`config.mk`:
```
export PLATFORM = sky130hd
export DESIGN_NAME = rfid_ascii_hex_frame_parser
export DESIGN_NICKNAME = d
export VERILOG_FILES = /design/src/hdl/rfidhex_pkg.sv /design/src/hdl/rfidhex_decode.sv /design/src/hdl/rfid_ascii_hex_frame_parser.sv
export SDC_FILE = /design/constraint.sdc
export NUM_CORES = 1
export LEC_CHECK = 0
export ABC_CLOCK_PERIOD_IN_PS = 4200
export BUFFER_PORTS_ARGS = -buffer_cell sky130_fd_sc_hd__buf_2
export CORE_MARGIN = 3
export CORE_UTILIZATION = 40
export DETAILED_ROUTE_END_ITERATION = 8
export GPL_ROUTABILITY_DRIVEN = 0
export HOLD_SLACK_MARGIN = 0.03
export PLACE_DENSITY = 0.58
export REMOVE_ABC_BUFFERS = 1
export SYNTH_ARGS = -nofsm -noshare
export SYNTH_HDL_FRONTEND = slang
export SYNTH_SLANG_ARGS = --single-unit
```
`constraint.sdc`:
```
create_clock -name clk -period 4.2 [get_ports clk]
set_clock_uncertainty 0.1 [all_clocks]
set_input_delay 0.84 -clock clk [delete_from_list [all_inputs] [get_ports clk]]
set_output_delay 0.84 -clock clk [all_outputs]
set_load 0.05 [all_outputs]
```
`src/hdl/rfidhex_pkg.sv`:
```
`default_nettype none

package rfidhex_pkg;

    localparam logic [7:0] FRAME_START      = 8'h02;
    localparam logic [7:0] FRAME_END        = 8'h03;
    localparam int         FRAME_CHARS      = 12;
    localparam int         FRAME_BYTES      = FRAME_CHARS / 2;
    localparam int         COUNT_W          = $clog2(FRAME_CHARS + 1);
    localparam logic [7:0] SYNC_LIMIT_RESET = 8'd14;
    localparam logic [7:0] ASCII_ZERO       = 8'd48;
    localparam logic [7:0] ALPHA_GAP        = 8'd7;

    typedef enum logic [2:0] {
        ST_OK           = 3'd0,
        ST_NO_DATA      = 3'd1,
        ST_SYNC_ERROR   = 3'd2,
        ST_TOO_SHORT    = 3'd3,
        ST_BAD_CHECKSUM = 3'd4,
        ST_OVERFLOW     = 3'd5
    } status_t;

    typedef logic [7:0] char_store_t [FRAME_CHARS];

    // One result as it leaves the decoder / enters the output register
    typedef struct packed {
        status_t     status;
        logic [2:0]  frame_length;
        logic [7:0]  tag_header;
        logic [31:0] tag_id;
        logic [7:0]  checksum_byte;
    } frame_result_t;

    // ASCII hex digit to value: subtract '0', then 7 more above 9, all mod 256
    function automatic logic [7:0] nibble_of(input logic [7:0] c);
        logic [7:0] v;
        begin
            v = c - ASCII_ZERO;
            if (v > 8'd9)
            begin
                v = v - ALPHA_GAP;
            end
            return v;
        end
    endfunction

endpackage

`default_nettype wire

```
`src/hdl/rfidhex_decode.sv`:
```
`default_nettype none

module rfidhex_decode
    import rfidhex_pkg::*;
(
    input  var char_store_t         char_store,
    input  wire logic [COUNT_W-1:0] char_count,
    output frame_result_t           result
);

    logic [7:0]   bytes [FRAME_BYTES];
    logic [7:0]   hi_val [FRAME_BYTES];
    logic [7:0]   lo_val [FRAME_BYTES];
    logic [7:0]   chk;
    logic [COUNT_W:0] len_wide;

    // Pairs decode in parallel; entries past the count are zero in the store,
    // which gives the zero-character pad for an odd count.
    always_comb
    begin
        for (int k = 0; k < FRAME_BYTES; k++)
        begin
            hi_val[k] = nibble_of(char_store[2*k]);
            lo_val[k] = nibble_of(char_store[2*k+1]);
            if (char_count > COUNT_W'(2 * k))
            begin
                bytes[k] = {hi_val[k][3:0], 4'h0} | lo_val[k];
            end
            else
            begin
                bytes[k] = 8'h00;
            end
        end
    end

    always_comb
    begin
        chk = 8'h00;
        for (int k = 0; k < FRAME_BYTES - 1; k++)
        begin
            chk = chk ^ bytes[k];
        end
    end

    assign len_wide = ({1'b0, char_count} + (COUNT_W+1)'(1)) >> 1;

    always_comb
    begin
        if (char_count < COUNT_W'(FRAME_CHARS))
        begin
            result.status = ST_TOO_SHORT;
        end
        else if (bytes[FRAME_BYTES-1] != chk)
        begin
            result.status = ST_BAD_CHECKSUM;
        end
        else
        begin
            result.status = ST_OK;
        end
        result.frame_length  = len_wide[2:0];
        result.tag_header    = bytes[0];
        result.tag_id        = {bytes[1], bytes[2], bytes[3], bytes[4]};
        result.checksum_byte = bytes[5];
    end

endmodule

`default_nettype wire

```
`src/hdl/rfid_ascii_hex_frame_parser.sv`:
```
`default_nettype none

// Channel   Handshake            Payload
// --------  -------------------  -----------------------------------------------
// in        in_valid/in_ready    rx_byte[7:0], burst_end
// out       out_valid/out_ready  status[2:0], frame_length[2:0], tag_header[7:0],
//                                tag_id[31:0], checksum_byte[7:0]
// cfg       cfg_write_en         cfg_write_data[7:0] -> sync_error_limit
//
// One request per cycle while in_ready is high; a result appears on out the cycle after its input.
// Throughput is set by the single output register: input stalls only while a
// result sits there and out_ready is low.
// Reset: hunting for the start byte, store and counters cleared, limit 14.
// Requests that make no result (stored characters, start byte, tolerated
// strays) pass without touching the output register.

module rfid_ascii_hex_frame_parser
    import rfidhex_pkg::*;
(
    input  wire logic        clk,
    input  wire logic        rst_n,

    input  wire logic        cfg_write_en,
    input  wire logic [7:0]  cfg_write_data,

    input  wire logic        in_valid,
    output logic             in_ready,
    input  wire logic [7:0]  rx_byte,
    input  wire logic        burst_end,

    output logic             out_valid,
    input  wire logic        out_ready,
    output logic [2:0]       status,
    output logic [2:0]       frame_length,
    output logic [7:0]       tag_header,
    output logic [31:0]      tag_id,
    output logic [7:0]       checksum_byte
);

    // Frame state
    logic [7:0]         limit_reg;
    logic               in_frame_reg,  in_frame_next;
    logic [7:0]         stray_reg,     stray_next;
    logic [COUNT_W-1:0] count_reg,     count_next;
    char_store_t        store_reg,     store_next;

    // Output stage
    logic               out_valid_reg, out_valid_next;
    frame_result_t      out_reg,       out_next;

    frame_result_t      decoded;
    logic               accept;
    logic               emit;
    logic               store_wr;
    logic [7:0]         stray_inc;

    rfidhex_decode u_decode (
        .char_store (store_reg),
        .char_count (count_reg),
        .result     (decoded)
    );

    // Output register frees up when it is empty or being taken
    assign in_ready  = !out_valid_reg || out_ready;
    assign accept    = in_valid && in_ready;
    assign stray_inc = stray_reg + 8'd1;

    always_comb
    begin
        in_frame_next = in_frame_reg;
        stray_next    = stray_reg;
        count_next    = count_reg;
        emit          = 1'b0;
        store_wr      = 1'b0;
        out_next      = '0;

        if (accept)
        begin
            priority if (!in_frame_reg)
            begin
                // hunting: anything but start is a stray
                if (rx_byte == FRAME_START)
                begin
                    in_frame_next = 1'b1;
                end
                else
                begin
                    stray_next = stray_inc;
                    if (stray_inc > limit_reg)
                    begin
                        emit            = 1'b1;
                        out_next.status = ST_SYNC_ERROR;
                    end
                end
            end
            else if (rx_byte == FRAME_END)
            begin
                emit     = 1'b1;
                out_next = decoded;
            end
            else if (count_reg >= COUNT_W'(FRAME_CHARS))
            begin
                emit            = 1'b1;
                out_next.status = ST_OVERFLOW;
            end
            else
            begin
                // a start byte inside a frame lands here too, stored as data
                store_wr   = 1'b1;
                count_next = count_reg + COUNT_W'(1);
            end

            if (!emit && burst_end)
            begin
                emit            = 1'b1;
                out_next.status = ST_NO_DATA;
            end

            // any result restarts the hunt
            if (emit)
            begin
                in_frame_next = 1'b0;
                stray_next    = 8'd0;
                count_next    = '0;
            end
        end
    end

    always_comb
    begin
        for (int i = 0; i < FRAME_CHARS; i++)
        begin
            if (emit)
            begin
                store_next[i] = 8'h00;
            end
            else if (store_wr && count_reg == COUNT_W'(i))
            begin
                store_next[i] = rx_byte;
            end
            else
            begin
                store_next[i] = store_reg[i];
            end
        end
    end

    always_comb
    begin
        if (accept && emit)
        begin
            out_valid_next = 1'b1;
        end
        else if (out_ready)
        begin
            out_valid_next = 1'b0;
        end
        else
        begin
            out_valid_next = out_valid_reg;
        end
    end

    always_ff @(posedge clk or negedge rst_n)
    begin
        if (!rst_n)
        begin
            limit_reg     <= SYNC_LIMIT_RESET;
            in_frame_reg  <= 1'b0;
            stray_reg     <= 8'd0;
            count_reg     <= '0;
            out_valid_reg <= 1'b0;
            for (int i = 0; i < FRAME_CHARS; i++)
            begin
                store_reg[i] <= 8'h00;
            end
        end
        else
        begin
            if (cfg_write_en)
            begin
                limit_reg <= cfg_write_data;
            end
            in_frame_reg  <= in_frame_next;
            stray_reg     <= stray_next;
            count_reg     <= count_next;
            out_valid_reg <= out_valid_next;
            store_reg     <= store_next;
        end
    end

    // payload: no reset needed
    always_ff @(posedge clk)
    begin
        if (accept && emit)
        begin
            out_reg <= out_next;
        end
    end

    assign out_valid     = out_valid_reg;
    assign status        = out_reg.status;
    assign frame_length  = out_reg.frame_length;
    assign tag_header    = out_reg.tag_header;
    assign tag_id        = out_reg.tag_id;
    assign checksum_byte = out_reg.checksum_byte;

endmodule

`default_nettype wire

```
* Word-level counts from Yosys, hierarchy flattened
Index checks and enable logic that the tools add are counted.
** Operators by class
- Add/subtract/negate cells :: 27
- Order comparisons :: 21
- Eq/ne operators :: 18
- Mux-type cells :: 75
- Bitwise gates (word level) :: 11
- Reductions and logical operators :: 37
** Operator list (count)
- $mux 8 :: 39
- $gt 8x4->1 const B :: 12
- $sub 8x6->8 const B :: 12
- $or 8x8->8 :: 6
- $sub 8x3->8 const B :: 6
- $mux 4 :: 10
- $xor 8x8->8 :: 4
- $reduce_bool 2->1 :: 14
- $sub 4x3->4 const B :: 6
- $mux 1 :: 19
- $eq 4x3->1 const B :: 4
- $eq 4x4->1 const B :: 4
- $eq 8x2->1 const B :: 2
- $logic_and 1x1->1 :: 15
- $mux 3 :: 5
- $add 4x1->4 const B :: 2
- $add 8x1->8 const B :: 1
- $eq 4x2->1 const B :: 2
- $gt 4x3->1 const B :: 2
- $gt 4x4->1 const B :: 2
- $gt 8x8->1 :: 1
- $ne 2x1->1 const B :: 4
- $ne 8x8->1 :: 1
- $reduce_and 3->1 :: 2
- other kinds (12) :: 14
** Storage, ports and cells
- Flip-flop bits (word level) :: 172
- Input port bits :: 22
- Output and inout bits :: 56
- Logic and storage cells :: 212

* Depth between registers and ports, before layout
Gate-level depths: netlist of run 1.
- Depth after elaboration :: 15
- Depth in mapped cells :: 15
- Depth with buffers taken out :: 14

* Modules after synthesis
A second synthesis of run 1 with hierarchy kept.
** Second synthesis, totals
- Cell total of the unflattened synthesis :: 1164
- Area total of the unflattened synthesis :: 11031.8 µm²
** By module, submodules not included
- rfid_ascii_hex_frame_parser :: times used 1, cells an instance 697, area an instance 7392.1 µm², sequential area each 4578.1 µm²
- rfidhex_decode :: times used 1, cells an instance 467, area an instance 3639.7 µm², sequential area each 0.0 µm²

* Least setup slack after synthesis of run 1
No wires, ideal clock.
- Path kind :: input port to flip-flop
- From :: input port rx_byte[4]
- To :: register out_reg (netlist bit checksum_byte[0]), enable pin
- Setup time :: 0.440 ns
- Data arrival time :: 4.207 ns
- Required time :: 3.660 ns
- Setup slack :: -0.547 ns
- Stages on the path :: 10
- Buffers on the path :: 2
- Cells stage by stage :: or4_1 nor4b_1 and2_1 clkbuf_1 o21a_1 nor2_1 nand2_1 nand2_1 inv_2 clkbuf_1
** Between the ends
- Cells in the longest elaborated chain, start to end :: 10
- Elaborated cells on any way between the ends :: 12
- Classes of those cells :: 2 x eq/ne; 7 x mux; 3 x reduce/logical
** RTL lines
- start, declared :: RTL line rfid_ascii_hex_frame_parser.sv:28 : input wire logic [7:0] rx_byte,
- $eq 8x2->1 (on tied branches) :: RTL line rfid_ascii_hex_frame_parser.sv:82, rfid_ascii_hex_frame_parser.sv:96
- $mux 1 (on tied branches) :: RTL line rfid_ascii_hex_frame_parser.sv:82, rfid_ascii_hex_frame_parser.sv:96
- $mux 1 (*) :: RTL line rfid_ascii_hex_frame_parser.sv:79 : priority if (!in_frame_reg)
- $mux 1 (*) :: RTL line rfid_ascii_hex_frame_parser.sv:77 : if (accept)
- $logic_not 1->1 :: RTL line rfid_ascii_hex_frame_parser.sv:113 : if (!emit && burst_end)
- $logic_and 1x1->1 :: RTL line rfid_ascii_hex_frame_parser.sv:113
- $mux 1 (*) :: RTL line rfid_ascii_hex_frame_parser.sv:113
- $mux 1 (*) (2 in a row) :: RTL line rfid_ascii_hex_frame_parser.sv:77
- $logic_and 1x1->1 (*) :: RTL line rfid_ascii_hex_frame_parser.sv:195 : if (accept && emit)
- end signal, assigned :: RTL line rfid_ascii_hex_frame_parser.sv:197 : out_reg <= out_next;
- end, declared :: RTL line rfid_ascii_hex_frame_parser.sv:49 : frame_result_t out_reg, out_next;
Mark *: on every way between the ends. The rest lies on a longest branch, timed or not. The select of a mux whose other input is x is not followed.
A chain may end at the register's enable or synchronous reset.

* Final worst setup path of run 1
- From :: register store_reg[24] in the netlist's numbering
- To :: register out_reg (netlist bit status[2]), data pin
** Between the ends
- Cells in the longest elaborated chain, start to end :: 11
- Elaborated cells on any way between the ends :: 12
- Classes of those cells :: 2 x add/sub; 1 x order compare; 1 x eq/ne; 6 x mux; 2 x bitwise
** RTL lines
- start, declared :: RTL line rfid_ascii_hex_frame_parser.sv:45 : char_store_t store_reg, store_next;
- start signal, assigned :: RTL line rfid_ascii_hex_frame_parser.sv:188 : store_reg <= store_next;
- $sub 8x6->8 (*) :: RTL line rfidhex_pkg.sv:38 : v = c - ASCII_ZERO;
- $gt 8x4->1 / $sub 4x3->4 (equally long branches) :: RTL line rfidhex_pkg.sv:39, rfidhex_pkg.sv:41
- $mux 4 (*) :: RTL line rfidhex_pkg.sv:39 : if (v > 8'd9)
- $or 8x8->8 (*) :: RTL line rfidhex_decode.sv:27 : bytes[k] = {hi_val[k][3:0], 4'h0} | lo_val[k];
- $mux 8 (*) :: RTL line rfidhex_decode.sv:25 : if (char_count > COUNT_W'(2 * k))
- $xor 8x8->8 (*) :: RTL line rfidhex_decode.sv:41 : chk = chk ^ bytes[k];
- $ne 8x8->1 (*) :: RTL line rfidhex_decode.sv:53 : else if (bytes[FRAME_BYTES-1] != chk)
- $mux 3 (*) :: RTL line rfidhex_decode.sv:53
- $mux 3 (*) :: RTL line rfidhex_decode.sv:49 : if (char_count < COUNT_W'(FRAME_CHARS))
- $mux 3 (*) :: RTL line rfid_ascii_hex_frame_parser.sv:96 : else if (rx_byte == FRAME_END)
- $mux 3 (*) :: RTL line rfid_ascii_hex_frame_parser.sv:79
Mark *: on every way between the ends. The rest lies on a longest branch, timed or not.

==> summary by stage, run 1 <==
Placement
The number of buffers added on ports is 77. The detailed placer's ending HPWL is 19.2 mm. In this run the cell area measured after placement is 11,400 sq um. Counting tap cells, the placed design contains a total of 1,478 instances. The worst setup slack before clock tree synthesis is 0.242 ns.

Logic synthesis
sky130_fd_sc_hd__dfrtp_1 takes more of the synthesized area than any other cell. The sequential cell area fraction in the yosys report is 0.437. By area the synthesized netlist is led by sky130_fd_sc_hd__dfrtp_1, sky130_fd_sc_hd__edfxtp_1, sky130_fd_sc_hd__ha_1. The number of enable flip-flop cells after synthesis is 54.

The distinct cell type count after synthesis is 68. The share of synthesized area in the top cell type comes to 0.275. The cell count after synthesis is 1,082. Yosys printed 0 warnings. The combined area of all synthesized cells is 10,500 sq um. In this run, synthesis produced a sequential element count of 172. The most used flip-flop cell after synthesis is sky130_fd_sc_hd__dfrtp_1. In the synthesized netlist the async set-or-reset flop fraction comes to 0.686. The average cell area after synthesis is 9.67 sq um.

Timing
The final count of negative-setup-slack endpoints is 0. The relative slew slack is 0.257. For this run, the top clock speed supported by timing is 260 MHz. The max-slew violation total from the final report is 0.

The minimum clock period after layout is 3.84 ns. The least setup slack across all paths after layout is 0.358 ns. The slew of the pin with the lowest slew margin is 1.11 ns. The final count of hold timing violations is 0.

Setup repair after global routing left no endpoint under its margin. Dividing the final minimum period by the clock period gives 0.915.

Worst setup path
Traced cell by cell, the critical path runs through inv_1, ha_1, o21bai_4, a2111oi_4, xnor2_1, o21ai_0, xnor2_1, xnor3_1, xnor3_1, nand3_1, nor4_1, a21oi_1. In this run the critical register-to-register path is launched from store_reg[24]$_DFFE_PN0P_. In this run the worst path has a maximum fanout of 6. STA puts the critical path data required time at 4.29 ns.

The timing endpoint of the critical path is status[2]$_SDFFCE_PP0P_. In this design, the stage delay of the slowest critical-path cell is 0.53 ns. The family with the most delay on the worst path is compound AO/OA/AOI/OAI gates.

The worst-case register-to-register setup slack is 0.36 ns. The launching element of the worst setup path is store_reg[24]$_DFFE_PN0P_. The reg-to-reg critical path endpoint is status[2]$_SDFFCE_PP0P_. The worst setup path is of the flop to flop kind. Data arrives at the worst endpoint at 3.93 ns. Counting both buffers and inverters, the worst setup path holds a total of 1. The instance count on the critical path is 12. On the critical path, the stage with the largest delay is an instance of sky130_fd_sc_hd__a2111oi_4. STA classifies the critical path startpoint as a flop. The number of cells on the worst reg-to-reg path is 12.

The type of destination of the critical path is a flop.

Floorplanning
The area of the core is 25,500 sq um. The initial core utilization is 0.411. The chip width is 168 um. The number of rows created at floorplan is 58. The count of boundary I/O pins is 78. The die span in y is 168 um. The die area is 28,100 sq um.

Power
The power share of the clock group is 0.379. Of the total power, combinational logic draws 0.151. Dividing total power by cell area gives a power density of 334 nW/um^2. The power spent charging and discharging nets is 1160 uW. The proportion of total power due to net switching is 0.291. The internal power of the cells totals 2830 uW. The share of total power dissipated in sequential elements is 0.470. Across the VDD grid, the largest voltage drop is 0.000216 V.

The analysis attributes to cell leakage a power of 0.00554 uW.

Global route
In the global route stage, met3 resource usage came out at 0.0302. The routing usage on met1 is 0.282. The maximum number of pins on one net before global-route repair is 82. The first global-routing pass estimated 44.1 mm of wire. For this run, global-route usage on met2 was measured as 0.317.

The initial antenna violation count is 0. In the global route stage, overall resource usage came out at 0.198. In this run the most used layer during global routing was met2. The number of global-route vias before repair is 7,854. The total overflow left after global routing is 0.

Route
The count of vias placed by the detailed router is 7,953. The first detailed-routing pass took 5 iterations. The average wire per standard cell is 18.0 um.

Summed over all layers, the routed wires come to 27.2 mm. For this block, the initial DRC count from the detailed router was 676. In this run the remaining antenna-violating nets after routing total 0.

The via count normalized by instance count is 5.27. In the routed design, unresolved DRC markers number 0.

Clock tree
The total setup buffers inserted after CTS is 0. The number of buffers between clock root and the deepest sink is 2. The latest clock arrival within the worst-skew pair is 0.44 ns. TritonCTS built the clock tree. The total of hold buffers inserted after clock tree synthesis is 0. The total clock buffers created by CTS is 17. The CTS clock-pin slew for the worst setup and hold paths is 0.07 ns. In this run, post-CTS repair resized a total of 0 instances. The clock tree synthesis step divided the H-tree into 4 levels. The clock root buffer is sky130_fd_sc_hd__clkbuf_16. The clock net sink count is 172.

Layout
The post-layout instance area is 11,900 sq um. For this run, the number of standard cells in the final layout without fillers is 1,510. The library cells used most frequently in the layout, excluding fill and tap cells, are sky130_fd_sc_hd__nor2_1, sky130_fd_sc_hd__dfrtp_1, sky130_fd_sc_hd__nand2_1. The number of antenna diodes in the final layout is 0. Of the cells placed in the final design, the portion with a size suffix greater than 1 is 0.133.

The most common cell after layout, fill and taps aside is sky130_fd_sc_hd__nor2_1. The final standard cell utilization of the core is 0.468. In the final design database the tool counted 1,245 nets.

The layout overhead on the synthesized area is 14.0%. The register with the most flip-flops in the layout has 96 of them.

Min path
The worst hold path belongs to the class input pin to asynchronous set/reset pin.

Job
The count of max-cap constraint violations is 0.

Outcome
The flow ran to the end, and the final reports show no timing, DRC or antenna violations.
==> worst min-delay path by stage <==
stage	slack [ns]	startpoint	cells after the start	to
4_1_cts	0.29	rst_n	1	store_reg[67]$_DFFE_PN0P_
6_report	0.28	rst_n	1	store_reg[71]$_DFFE_PN0P_
2_1_floorplan	0.37	stray_reg[7]$_DFFE_PN0P_	2	stray_reg[7]$_DFFE_PN0P_
5_1_grt	0.31	rst_n	1	store_reg[80]$_DFFE_PN0P_
3_5_place_dp	0.39	stray_reg[7]$_DFFE_PN0P_	2	stray_reg[7]$_DFFE_PN0P_
3_3_place_gp	0.39	stray_reg[7]$_DFFE_PN0P_	2	stray_reg[7]$_DFFE_PN0P_
==> synth_stat cells, types with 6 or more instances <==
| master | number |
|---|---|
| sky130_fd_sc_hd__nand2b_1 | 17 |
| sky130_fd_sc_hd__nand2_1 | 85 |
| sky130_fd_sc_hd__clkbuf_1 | 38 |
| sky130_fd_sc_hd__dfrtp_1 | 115 |
| sky130_fd_sc_hd__o31ai_1 | 12 |
| sky130_fd_sc_hd__nor2_1 | 139 |
| sky130_fd_sc_hd__xnor2_1 | 55 |
| sky130_fd_sc_hd__ha_1 | 56 |
| sky130_fd_sc_hd__xor2_1 | 19 |
| sky130_fd_sc_hd__a211oi_1 | 7 |
| sky130_fd_sc_hd__a21oi_1 | 63 |
| sky130_fd_sc_hd__xnor3_1 | 7 |
| sky130_fd_sc_hd__nand3b_1 | 6 |
| sky130_fd_sc_hd__nor2b_1 | 9 |
| sky130_fd_sc_hd__and2_1 | 18 |
| sky130_fd_sc_hd__a21boi_0 | 8 |
| sky130_fd_sc_hd__a31oi_1 | 9 |
| sky130_fd_sc_hd__and3_1 | 11 |
| sky130_fd_sc_hd__edfxtp_1 | 54 |
| sky130_fd_sc_hd__mux2i_1 | 70 |
| sky130_fd_sc_hd__nand3_1 | 59 |
| sky130_fd_sc_hd__o21a_1 | 13 |
| sky130_fd_sc_hd__inv_1 | 51 |
| sky130_fd_sc_hd__nor3_1 | 21 |
| sky130_fd_sc_hd__a21o_1 | 11 |
| sky130_fd_sc_hd__o21ai_0 | 47 |
==> through the flow <==
step           hold WS (ns)  total power, uW  setup TNS [ns]
2_1_floorplan         0.366             2280           -4.40
3_3_place_gp          0.386             2500               0
3_5_place_dp          0.391             2510               0
4_1_cts               0.288             4020               0
5_1_grt               0.308             4160               0
6_report              0.278             3990               0
==> final cells by class <==
class	instances	area [sq um]
timing repair buffer	107	651
sequential	172	4580
multi-input combinational	816	5530
tap	330	413
clock buffer	19	433
inverter	53	201
fill	2453	13500
clock inverter	13	118
==> cells by family after synthesis <==
family	Yosys count	synth area share
flip-flops	172	0.437
AND/OR/NAND/NOR	397	0.179
multiplexers	71	0.0680
buffers and inverters	94	0.0339
AO/OA/AOI/OAI	210	0.135
XOR/XNOR	82	0.0793
adder cells (fa/ha/maj)	56	0.0669
==> per-layer routing <==
| metal | vias to the layer above | part of all wire |
|---|---|---|
| met3 | 28 | 0.037 |
| met5 | - | 0 |
| met2 | 159 | 0.47 |
| li1 | 3964 | - |
| met1 | 3802 | 0.47 |
| met4 | 0 | 0.015 |
==> worst reg2reg max path, stage by stage, from the launching register on <==
cell and delay (ns):
sky130_fd_sc_hd__dfrtp_1 0.46, sky130_fd_sc_hd__inv_1 0.09, sky130_fd_sc_hd__ha_1 0.19, sky130_fd_sc_hd__o21bai_4 0.09, sky130_fd_sc_hd__a2111oi_4 0.53, sky130_fd_sc_hd__xnor2_1 0.10
sky130_fd_sc_hd__o21ai_0 0.48, sky130_fd_sc_hd__xnor2_1 0.22, sky130_fd_sc_hd__xnor3_1 0.48, sky130_fd_sc_hd__xnor3_1 0.40, sky130_fd_sc_hd__nand3_1 0.08, sky130_fd_sc_hd__nor4_1 0.28
sky130_fd_sc_hd__a21oi_1 0.10
==> power groups by stage <==
stage	clock network, uW	logic, uW	registers [uW]
floorplan	0	311	1970
global placement	0	601	1900
detailed placement	0	605	1900
CTS	1540	608	1870
global route	1610	667	1880
finish	1510	603	1870
No activity file was read; power rests on OpenSTA's default activity.
==> run 2, diff against run 1 <==
--- a/config.mk
+++ b/config.mk
@@ -5,12 +5,13 @@
 export SDC_FILE = /design/constraint.sdc
 export NUM_CORES = 1
 export LEC_CHECK = 0
-export ABC_CLOCK_PERIOD_IN_PS = 4200
+export ABC_CLOCK_PERIOD_IN_PS = 3100
 export BUFFER_PORTS_ARGS = -buffer_cell sky130_fd_sc_hd__buf_2
 export CORE_MARGIN = 3
 export CORE_UTILIZATION = 40
 export DETAILED_ROUTE_END_ITERATION = 8
 export GPL_ROUTABILITY_DRIVEN = 0
+export GPL_TIMING_DRIVEN = 0
 export HOLD_SLACK_MARGIN = 0.03
 export PLACE_DENSITY = 0.58
 export REMOVE_ABC_BUFFERS = 1
==> constraint.sdc (replaced) <==
create_clock -name clk -period 3.1 [get_ports clk]
set_clock_uncertainty 0.1 [all_clocks]
set_input_delay 0.62 -clock clk [delete_from_list [all_inputs] [get_ports clk]]
set_output_delay 0.62 -clock clk [all_outputs]
set_load 0.05 [all_outputs]
==> summary by stage, run 2 (synthesis gave the netlist of run 1 again) <==
Timing
The least setup slack across all paths after layout is -0.271 ns (-0.629 ns). The worst hold margin is 0.290 ns (+0.0129 ns). Setup repair after global routing could not meet its margin everywhere. The final count of hold timing violations is 0 (unchanged).

The relative slew slack is 0.371 (+0.115). The maximum clock rate was 297 MHz (+14%). The max-slew violation total from the final report is 0 (unchanged). The minimum clock period after layout is 3.37 ns (-0.471 ns). The final count of negative-setup-slack endpoints is 1 (+1). The final period utilization is 1.09 (+0.173). The slew of the pin with the lowest slew margin came to 0.936 ns (-0.170 ns). The total negative slack for setup checks is -0.271 ns (-0.271 ns).

Layout
The number of flip-flops in the largest register came to 96 (unchanged). The post-layout instance area came to 12,400 sq um (+4.2%). The antenna diode count is 0 (unchanged). The number of nets at the end of the flow came to 1,249 (+0.32%). Compared with the post-synthesis result, the final layout area differs by 18.7%. The most common cell after layout, fill and taps aside is sky130_fd_sc_hd__nor2_1. The share of final-layout standard cells stronger than drive strength 1 is 0.193 (+0.0604).

The final cell count without fillers came to 1,514 (+0.26%). The area of the multi-input gates is 5900 sq um (+6.6%). The register area is 4590 sq um (+0.25%). The number of filler cells placed in the layout is 2,397 (-2.3%).

The library cells used most frequently in the layout, excluding fill and tap cells, are sky130_fd_sc_hd__nor2_1, sky130_fd_sc_hd__dfrtp_1, sky130_fd_sc_hd__nand2_1.

Power
The share of power burned in registers is 0.459 (-0.011). The internal power was 3920 uW (+38%). The power spent charging and discharging nets came to 1610 uW (+39%). The total power of the final layout is 5530 uW (+39%).

The total power density per cell area came to 445 nW/um^2 (+33%). The power share of the clock group came to 0.377 (-0.002). The proportion of total power due to net switching is 0.292 (+0.00135). The static power due to leakage is 0.00564 uW (+1.9%). The combinational share of power is 0.164 (+0.013). The peak ir drop on the vdd network is 0.000288 V (+34%).

Floorplanning
The count of boundary I/O pins is 78 (unchanged). The area of the core came to 25,500 sq um (unchanged). The initial core utilization came to 0.411 (unchanged).

The number of rows created at floorplan is 58 (unchanged). The chip width is 168 um (unchanged). The die span in y came to 168 um (unchanged). The die area is 28,100 sq um (unchanged).

Worst setup path
The worst-case register-to-register setup slack is -0.27 ns (-0.63 ns). The type of destination of the critical path is a flop. The combined buffer and inverter count along the critical path is 1 (unchanged).

STA classifies the critical path startpoint as a flop. The critical path is of the flop to flop type. The arrival time at the worst endpoint is 3.44 ns (-0.49 ns). In this run the critical register-to-register path is captured at status[2]$_SDFFCE_PP0P_. The data required time of the worst path is 3.17 ns (-1.12 ns). The instance count on the critical path is 11 (-1).

Tracing the worst setup path back leads to its startpoint at store_reg[8]$_DFFE_PN0P_. In this run the worst setup path terminates at status[2]$_SDFFCE_PP0P_. The number of cells on the worst reg-to-reg path is 11 (-1). The maximum fanout along the worst path is 6 (unchanged).

Grouping stages by cell kind, the critical path spends the most delay in compound AO/OA/AOI/OAI gates. The stage delay of the slowest cell on the critical path is 0.49 ns (-0.04 ns). In this run the critical register-to-register path is launched from store_reg[8]$_DFFE_PN0P_.

Walking the worst path, the cells encountered are inv_1, ha_1, o21bai_1, a2111oi_4, mux2i_1, a21oi_1, xnor3_2, xnor3_1, nand3_2, nor4_4, a21oi_2. The slowest stage of the critical path is the sky130_fd_sc_hd__a2111oi_4 cell.

Placement
The number of placed instances with taps included is 1,451 (-1.8%). The number of buffers added on ports is 77 (unchanged). The placed instance area is 11,200 sq um (-1.6%). The detailed placer's ending HPWL is 18.2 mm (-5.1%).

Clock tree
The number of buffers between clock root and the deepest sink is 2 (unchanged). TritonCTS built the clock tree. The CTS clock-pin slew for the worst setup and hold paths came to 0.07 ns (about the same). The number of H-tree branching levels is 4 (unchanged). The total clock buffers created by CTS came to 17 (unchanged). The latest clock arrival within the worst-skew pair is 0.44 ns (about the same). The cell sitting at the root of the clock tree is a sky130_fd_sc_hd__clkbuf_16.

The clock net sink count came to 172 (unchanged).

Global route
The overall track demand over capacity in global routing came to 0.196 (-0.00172). The number of global-route vias before repair is 7,690 (-2.1%). The total congestion overflow is 0 (unchanged). The first-pass GRT wire length is 43.5 mm (-1.4%).

The maximum number of pins on one net before global-route repair is 77 (-6.1%). The initial antenna violation count is 1 (+1).

Route
The post-detailed-routing wire length was 27.8 mm (+1.9%). The remaining number of nets flagged by the antenna check after routing came to 0 (unchanged). The count of vias placed by the detailed router was 8,124 (+2.2%).

The average wire per standard cell was 18.3 um (+1.7%). The number of iterations in the first detailed-routing pass is 5 (unchanged). The via count normalized by instance count is 5.37 (+1.9%). The iteration-0 DRC count of the detailed router came to 448 (-34%).

The number of DRC violations after detailed routing is 0 (unchanged).

Min path
The startpoint identified for the worst hold timing path is cfg_write_data[6]. The path class of the tightest hold or removal check is input pin to flop.

Outcome
The flow ran to the end, but the final reports show violations. The final reports fail on setup timing.

Job
The count of max-cap constraint violations is 0 (unchanged).
-- run 2: cell count changes in the layout (fill, tap and decap cells not counted), sizes merged --
cell,delta
clkbuf,+4
dlygate4sd3,+1
inv,-1
-- run 2: worst min path at each step --
stage / endpoint / slack (ns) / cells past startpoint
4_1_cts: limit_reg[2]$_DFFE_PN1P_ / 0.28 / 3
3_5_place_dp: stray_reg[7]$_DFFE_PN0P_ / 0.39 / 2
3_3_place_gp: stray_reg[7]$_DFFE_PN0P_ / 0.39 / 2
2_1_floorplan: count_reg[0]$_DFFE_PN0P_ / 0.22 / 0
6_report: limit_reg[6]$_DFFE_PN0P_ / 0.29 / 3
5_1_grt: limit_reg[1]$_DFFE_PN1P_ / 0.29 / 3
-- run 2: final cells by class --
class                      instances  share of cell area
sequential                       172               0.369
tap                              330              0.0332
multi-input combinational        816               0.475
timing repair buffer             110              0.0591
inverter                          53              0.0175
clock buffer                      21              0.0380
clock inverter                    11             0.00735
timing repair inverter             1            0.000705
-- run 2: power groups by stage --
stage | logic [uW] | clock network [uW] | registers [uW]
2_1_floorplan | 422 | 0 | 2670
4_1_cts | 871 | 2120 | 2540
3_3_place_gp | 784 | 0 | 2580
5_1_grt | 991 | 2220 | 2550
3_5_place_dp | 806 | 0 | 2580
6_report | 908 | 2080 | 2540
-- run 2: routing by layer --
layer / global-route usage / vias to the layer above / wire length, um
met2: 0.318 / 221 / 13200
met1: 0.281 / 3898 / 12800
li1: - / 3975 / -
met4: 0.0473 / 0 / 402
met5: 0 / - / 0
met3: 0.0264 / 30 / 1340
-- run 2: what timing repair did --
action / 4_1_cts / 5_1_grt
buffers inserted: 7 / 21
hold endpoints to repair: 32 / 0
endpoints found under the setup margin: 196 / 170
pin swaps: 8 / 23
hold buffers: 1 / 0
gates cloned: 3 / 0
gates resized for setup: 45 / 53
-- run 2: per-stage QoR --
| step | setup WS (ns) | util |
|---|---|---|
| after global placement | -2.45 | 0.436 |
| final | -0.271 | 0.488 |
| after global routing | -0.392 | 0.488 |
| after CTS | -0.302 | 0.473 |
| after detailed placement | -1.23 | 0.440 |
| after floorplan | -0.961 | - |
-- run 2: tightest hold or removal path, delay by kind of cell --
kind / cells / cell delay, ns
AND/OR/NAND/NOR: 1 / 0.03
buffers and inverters: 1 / 0.08
AO/OA/AOI/OAI: 1 / 0.06
==> run 3, diff against run 2 <==
--- a/config.mk
+++ b/config.mk
@@ -5,15 +5,14 @@
 export SDC_FILE = /design/constraint.sdc
 export NUM_CORES = 1
 export LEC_CHECK = 0
-export ABC_CLOCK_PERIOD_IN_PS = 3100
+export ABC_CLOCK_PERIOD_IN_PS = 3150
 export BUFFER_PORTS_ARGS = -buffer_cell sky130_fd_sc_hd__buf_2
 export CORE_MARGIN = 3
 export CORE_UTILIZATION = 40
 export DETAILED_ROUTE_END_ITERATION = 8
 export GPL_ROUTABILITY_DRIVEN = 0
-export GPL_TIMING_DRIVEN = 0
 export HOLD_SLACK_MARGIN = 0.03
-export PLACE_DENSITY = 0.58
+export PLACE_DENSITY = 0.56
 export REMOVE_ABC_BUFFERS = 1
 export SYNTH_ARGS = -nofsm -noshare
 export SYNTH_HDL_FRONTEND = slang
==> constraint.sdc (replaced) <==
create_clock -name clk -period 3.15 [get_ports clk]
set_clock_uncertainty 0.1 [all_clocks]
set_input_delay 0.63 -clock clk [delete_from_list [all_inputs] [get_ports clk]]
set_output_delay 0.63 -clock clk [all_outputs]
set_load 0.05 [all_outputs]
==> summary by stage, run 3 (synthesis gave the netlist of run 1 again) <==
Outcome
The flow ran to the end, but the final reports show violations. The final reports fail on setup timing.

Layout
The final cell count without fillers came to 1,653 (+9.2%). The antenna diode count is 0 (unchanged). From synthesis to final layout, the design area changed by 27.4%. The share of final-layout standard cells stronger than drive strength 1 came to 0.247 (+0.0538). The most common cell after layout, fill and taps aside is sky130_fd_sc_hd__buf_4. The post-layout instance area is 13,300 sq um (+7.3%).

The number of flip-flops in the largest register is 96 (unchanged). The number of filler cells placed in the layout came to 2,350 (-2.0%). In the layout the commonest cells are sky130_fd_sc_hd__buf_4, sky130_fd_sc_hd__nor2_1, sky130_fd_sc_hd__dfrtp_1.

The number of nets at the end of the flow came to 1,388 (+11%).

Global route
The number of global-route vias before repair is 8,351 (+8.6%). The overall track demand over capacity in global routing is 0.208 (+0.0112). The maximum number of pins on one net before global-route repair is 45 (-42%). The initial antenna violation count was 0 (-1). The total congestion overflow is 0 (unchanged).

The first-pass GRT wire length is 46.1 mm (+6.0%).

Timing
The final count of negative-setup-slack endpoints is 1 (unchanged). The max-slew violation total from the final report came to 0 (unchanged). The slew of the pin with the lowest slew margin is 1.13 ns (+0.198 ns).

The least setup slack across all paths after layout is -0.0240 ns (+0.247 ns). The final count of hold timing violations is 0 (unchanged). The final period utilization is 1.01 (-0.0798).

The total negative slack for setup checks was -0.0240 ns (+0.247 ns). The minimum clock period after layout is 3.17 ns (-0.197 ns). Setup repair after global routing could not meet its margin everywhere. The relative slew slack is 0.239 (-0.133). The maximum clock rate came to 315 MHz (+6.2%).

Worst setup path
The reg-to-reg critical path endpoint is status[2]$_SDFFCE_PP0P_. The maximum fanout along the worst path is 4 (-2). The stage delay of the slowest cell on the critical path came to 0.42 ns (-0.07 ns).

The worst setup path is captured at a flop. The highest-delay cell along the critical path is sky130_fd_sc_hd__a21oi_1. The critical path start-end classification is flop to flop. The number of cells on the worst reg-to-reg path is 12 (+1). Walking the worst path, the cells encountered are inv_1, ha_1, nor2b_1, o221a_2, o21ai_0, nand2_1, xnor2_1, a21oi_1, xnor3_1, nand3_1, nor4_2, a21oi_1. The arrival time at the worst endpoint is 3.26 ns (-0.18 ns). The worst-case register-to-register setup slack came to -0.02 ns (+0.25 ns).

The most critical setup path has its endpoint at status[2]$_SDFFCE_PP0P_. The cell seen most often among critical-path stages is sky130_fd_sc_hd__a21oi_1. The origin of the critical flop-to-flop path is store_reg[81]$_DFFE_PN0P_. The launching element of the worst setup path is store_reg[81]$_DFFE_PN0P_.

The data required time of the worst path is 3.23 ns (+0.06 ns). STA classifies the critical path startpoint as a flop.

Route
The count of vias placed by the detailed router was 8,602 (+5.9%). After detailed routing, no signal wire sits above met4. The post-detailed-routing wire length was 29.1 mm (+4.9%). The iteration-0 DRC count of the detailed router is 596 (+33%). The via count normalized by instance count is 5.20 (-3.0%). The number of DRC violations after detailed routing came to 0 (unchanged). The met3 wirelength from detailed routing is 1.25 mm (-6.7%). The remaining number of nets flagged by the antenna check after routing is 0 (unchanged). The average wire per standard cell is 17.6 um (-3.9%). The wire length on met1 is 13.3 mm (+3.6%). The number of iterations in the first detailed-routing pass was 5 (unchanged). The met2 layer wire length in the routed design was 14.2 mm (+7.4%).

Floorplanning
The count of boundary I/O pins came to 78 (unchanged). The chip width was 168 um (unchanged). The initial core utilization is 0.411 (unchanged).

The die area is 28,100 sq um (unchanged). The number of rows created at floorplan is 58 (unchanged). The die span in y is 168 um (unchanged). The area of the core is 25,500 sq um (unchanged).

Clock tree
The total clock buffers created by CTS is 17 (unchanged). The clock tree from TritonCTS is built. The CTS clock-pin slew for the worst setup and hold paths is 0.07 ns (about the same). The latest clock arrival within the worst-skew pair is 0.44 ns (about the same). The clock net sink count is 172 (unchanged). The number of buffers between clock root and the deepest sink was 2 (unchanged).

The number of H-tree branching levels is 4 (unchanged). The tree is rooted in a sky130_fd_sc_hd__clkbuf_16.

Power
The power share of the clock group came to 0.391 (+0.014). The total power of the final layout was 5600 uW (+1.2%). The power spent charging and discharging nets came to 1580 uW (-1.9%). The peak ir drop on the vdd network was 0.000289 V (+0.25%). The static power due to leakage is 0.00636 uW (+13%). The proportion of total power due to net switching is 0.283 (-0.00886). The share of power burned in registers was 0.444 (-0.015).

The total power density per cell area came to 420 nW/um^2 (-5.7%). The combinational share of power is 0.166 (+0.002). The internal power was 4010 uW (+2.5%).

Placement
The detailed placer's ending HPWL is 21.2 mm (+16%). The number of buffers added on ports came to 77 (unchanged). The worst setup slack before clock tree synthesis came to -0.288 ns (+0.942 ns). The placed instance area is 12,500 sq um (+12%). The number of placed instances with taps included was 1,610 (+11%).

Job
The count of max-cap constraint violations came to 0 (unchanged).

Min path
The worst min-delay path class is input pin to asynchronous set/reset pin.
-- run 3: changes by cell type in the layout (fill, tap and decap cells not counted), moves of 4 or more --
cell and delta:
sky130_fd_sc_hd__ha_1 +5, sky130_fd_sc_hd__nand3_2 -4, sky130_fd_sc_hd__buf_16 -4, sky130_fd_sc_hd__dfrtp_2 -8, sky130_fd_sc_hd__o21ai_2 -4, sky130_fd_sc_hd__o21ai_0 +4, sky130_fd_sc_hd__dfrtp_1 +8, sky130_fd_sc_hd__buf_12 +15
sky130_fd_sc_hd__a21oi_1 +4, sky130_fd_sc_hd__buf_4 +131, sky130_fd_sc_hd__clkinv_2 -4, sky130_fd_sc_hd__a21oi_2 -4, sky130_fd_sc_hd__nand3_1 +4
-- run 3: power groups by stage --
stage	sequential, uW	clock [uW]	combinational, uW
after global routing	2500	2310	1010
after CTS	2480	2230	915
after detailed placement	2520	0	899
final	2480	2190	927
after floorplan	2630	0	415
after global placement	2520	0	892
-- run 3: layout make-up --
type,instances,area (sq um),area share
well taps,330,413,0.0310
clock inverters,13,165,0.0124
flip-flops and latches,172,4580,0.343
clock buffers,19,433,0.0325
repair buffers,250,1890,0.142
inverters,53,201,0.0151
multi-input cells,816,5650,0.424
-- run 3: worst min-delay path by stage --
stage / depth (start not counted) / start / slack (ns) / endpoint
2_1_floorplan: 0 / rst_n / 0.23 / count_reg[0]$_DFFE_PN0P_
3_3_place_gp: 2 / stray_reg[7]$_DFFE_PN0P_ / 0.38 / stray_reg[7]$_DFFE_PN0P_
3_5_place_dp: 2 / stray_reg[7]$_DFFE_PN0P_ / 0.39 / stray_reg[7]$_DFFE_PN0P_
4_1_cts: 1 / rst_n / 0.11 / limit_reg[4]$_DFFE_PN0P_
5_1_grt: 1 / rst_n / 0.13 / limit_reg[5]$_DFFE_PN0P_
6_report: 1 / rst_n / 0.09 / limit_reg[0]$_DFFE_PN0P_
-- run 3: metal layers --
| metal | vias to the layer above | global-route usage |
|---|---|---|
| li1 | 4253 | - |
| met1 | 4133 | 0.283 |
| met2 | 191 | 0.351 |
| met3 | 25 | 0.0319 |
| met4 | 0 | 0.0466 |
| met5 | - | 0 |
-- run 3: worst max-delay path, delay by kind of cell, from the launching register on --
kind / cells / cell delay, ns
buffers and inverters: 1 / 0.07
XOR/XNOR: 2 / 0.46
adder cells (fa/ha/maj): 1 / 0.20
flip-flops: 1 / 0.34
AND/OR/NAND/NOR: 4 / 0.61
AO/OA/AOI/OAI: 4 / 1.14
-- run 3: repair_timing --
item	4_1_cts	5_1_grt
endpoints found under the setup margin	10	156
buffers inserted	6	4
gates resized for setup	22	9
gates cloned	0	1
pin swaps	24	8
hold buffers	0	0
-- run 3: stage by stage --
stage,utilization,hold WS [ns]
2_1_floorplan,-,0.234
3_3_place_gp,0.491,0.379
3_5_place_dp,0.491,0.392
4_1_cts,0.519,0.107
5_1_grt,0.523,0.128
6_report,0.523,0.0949
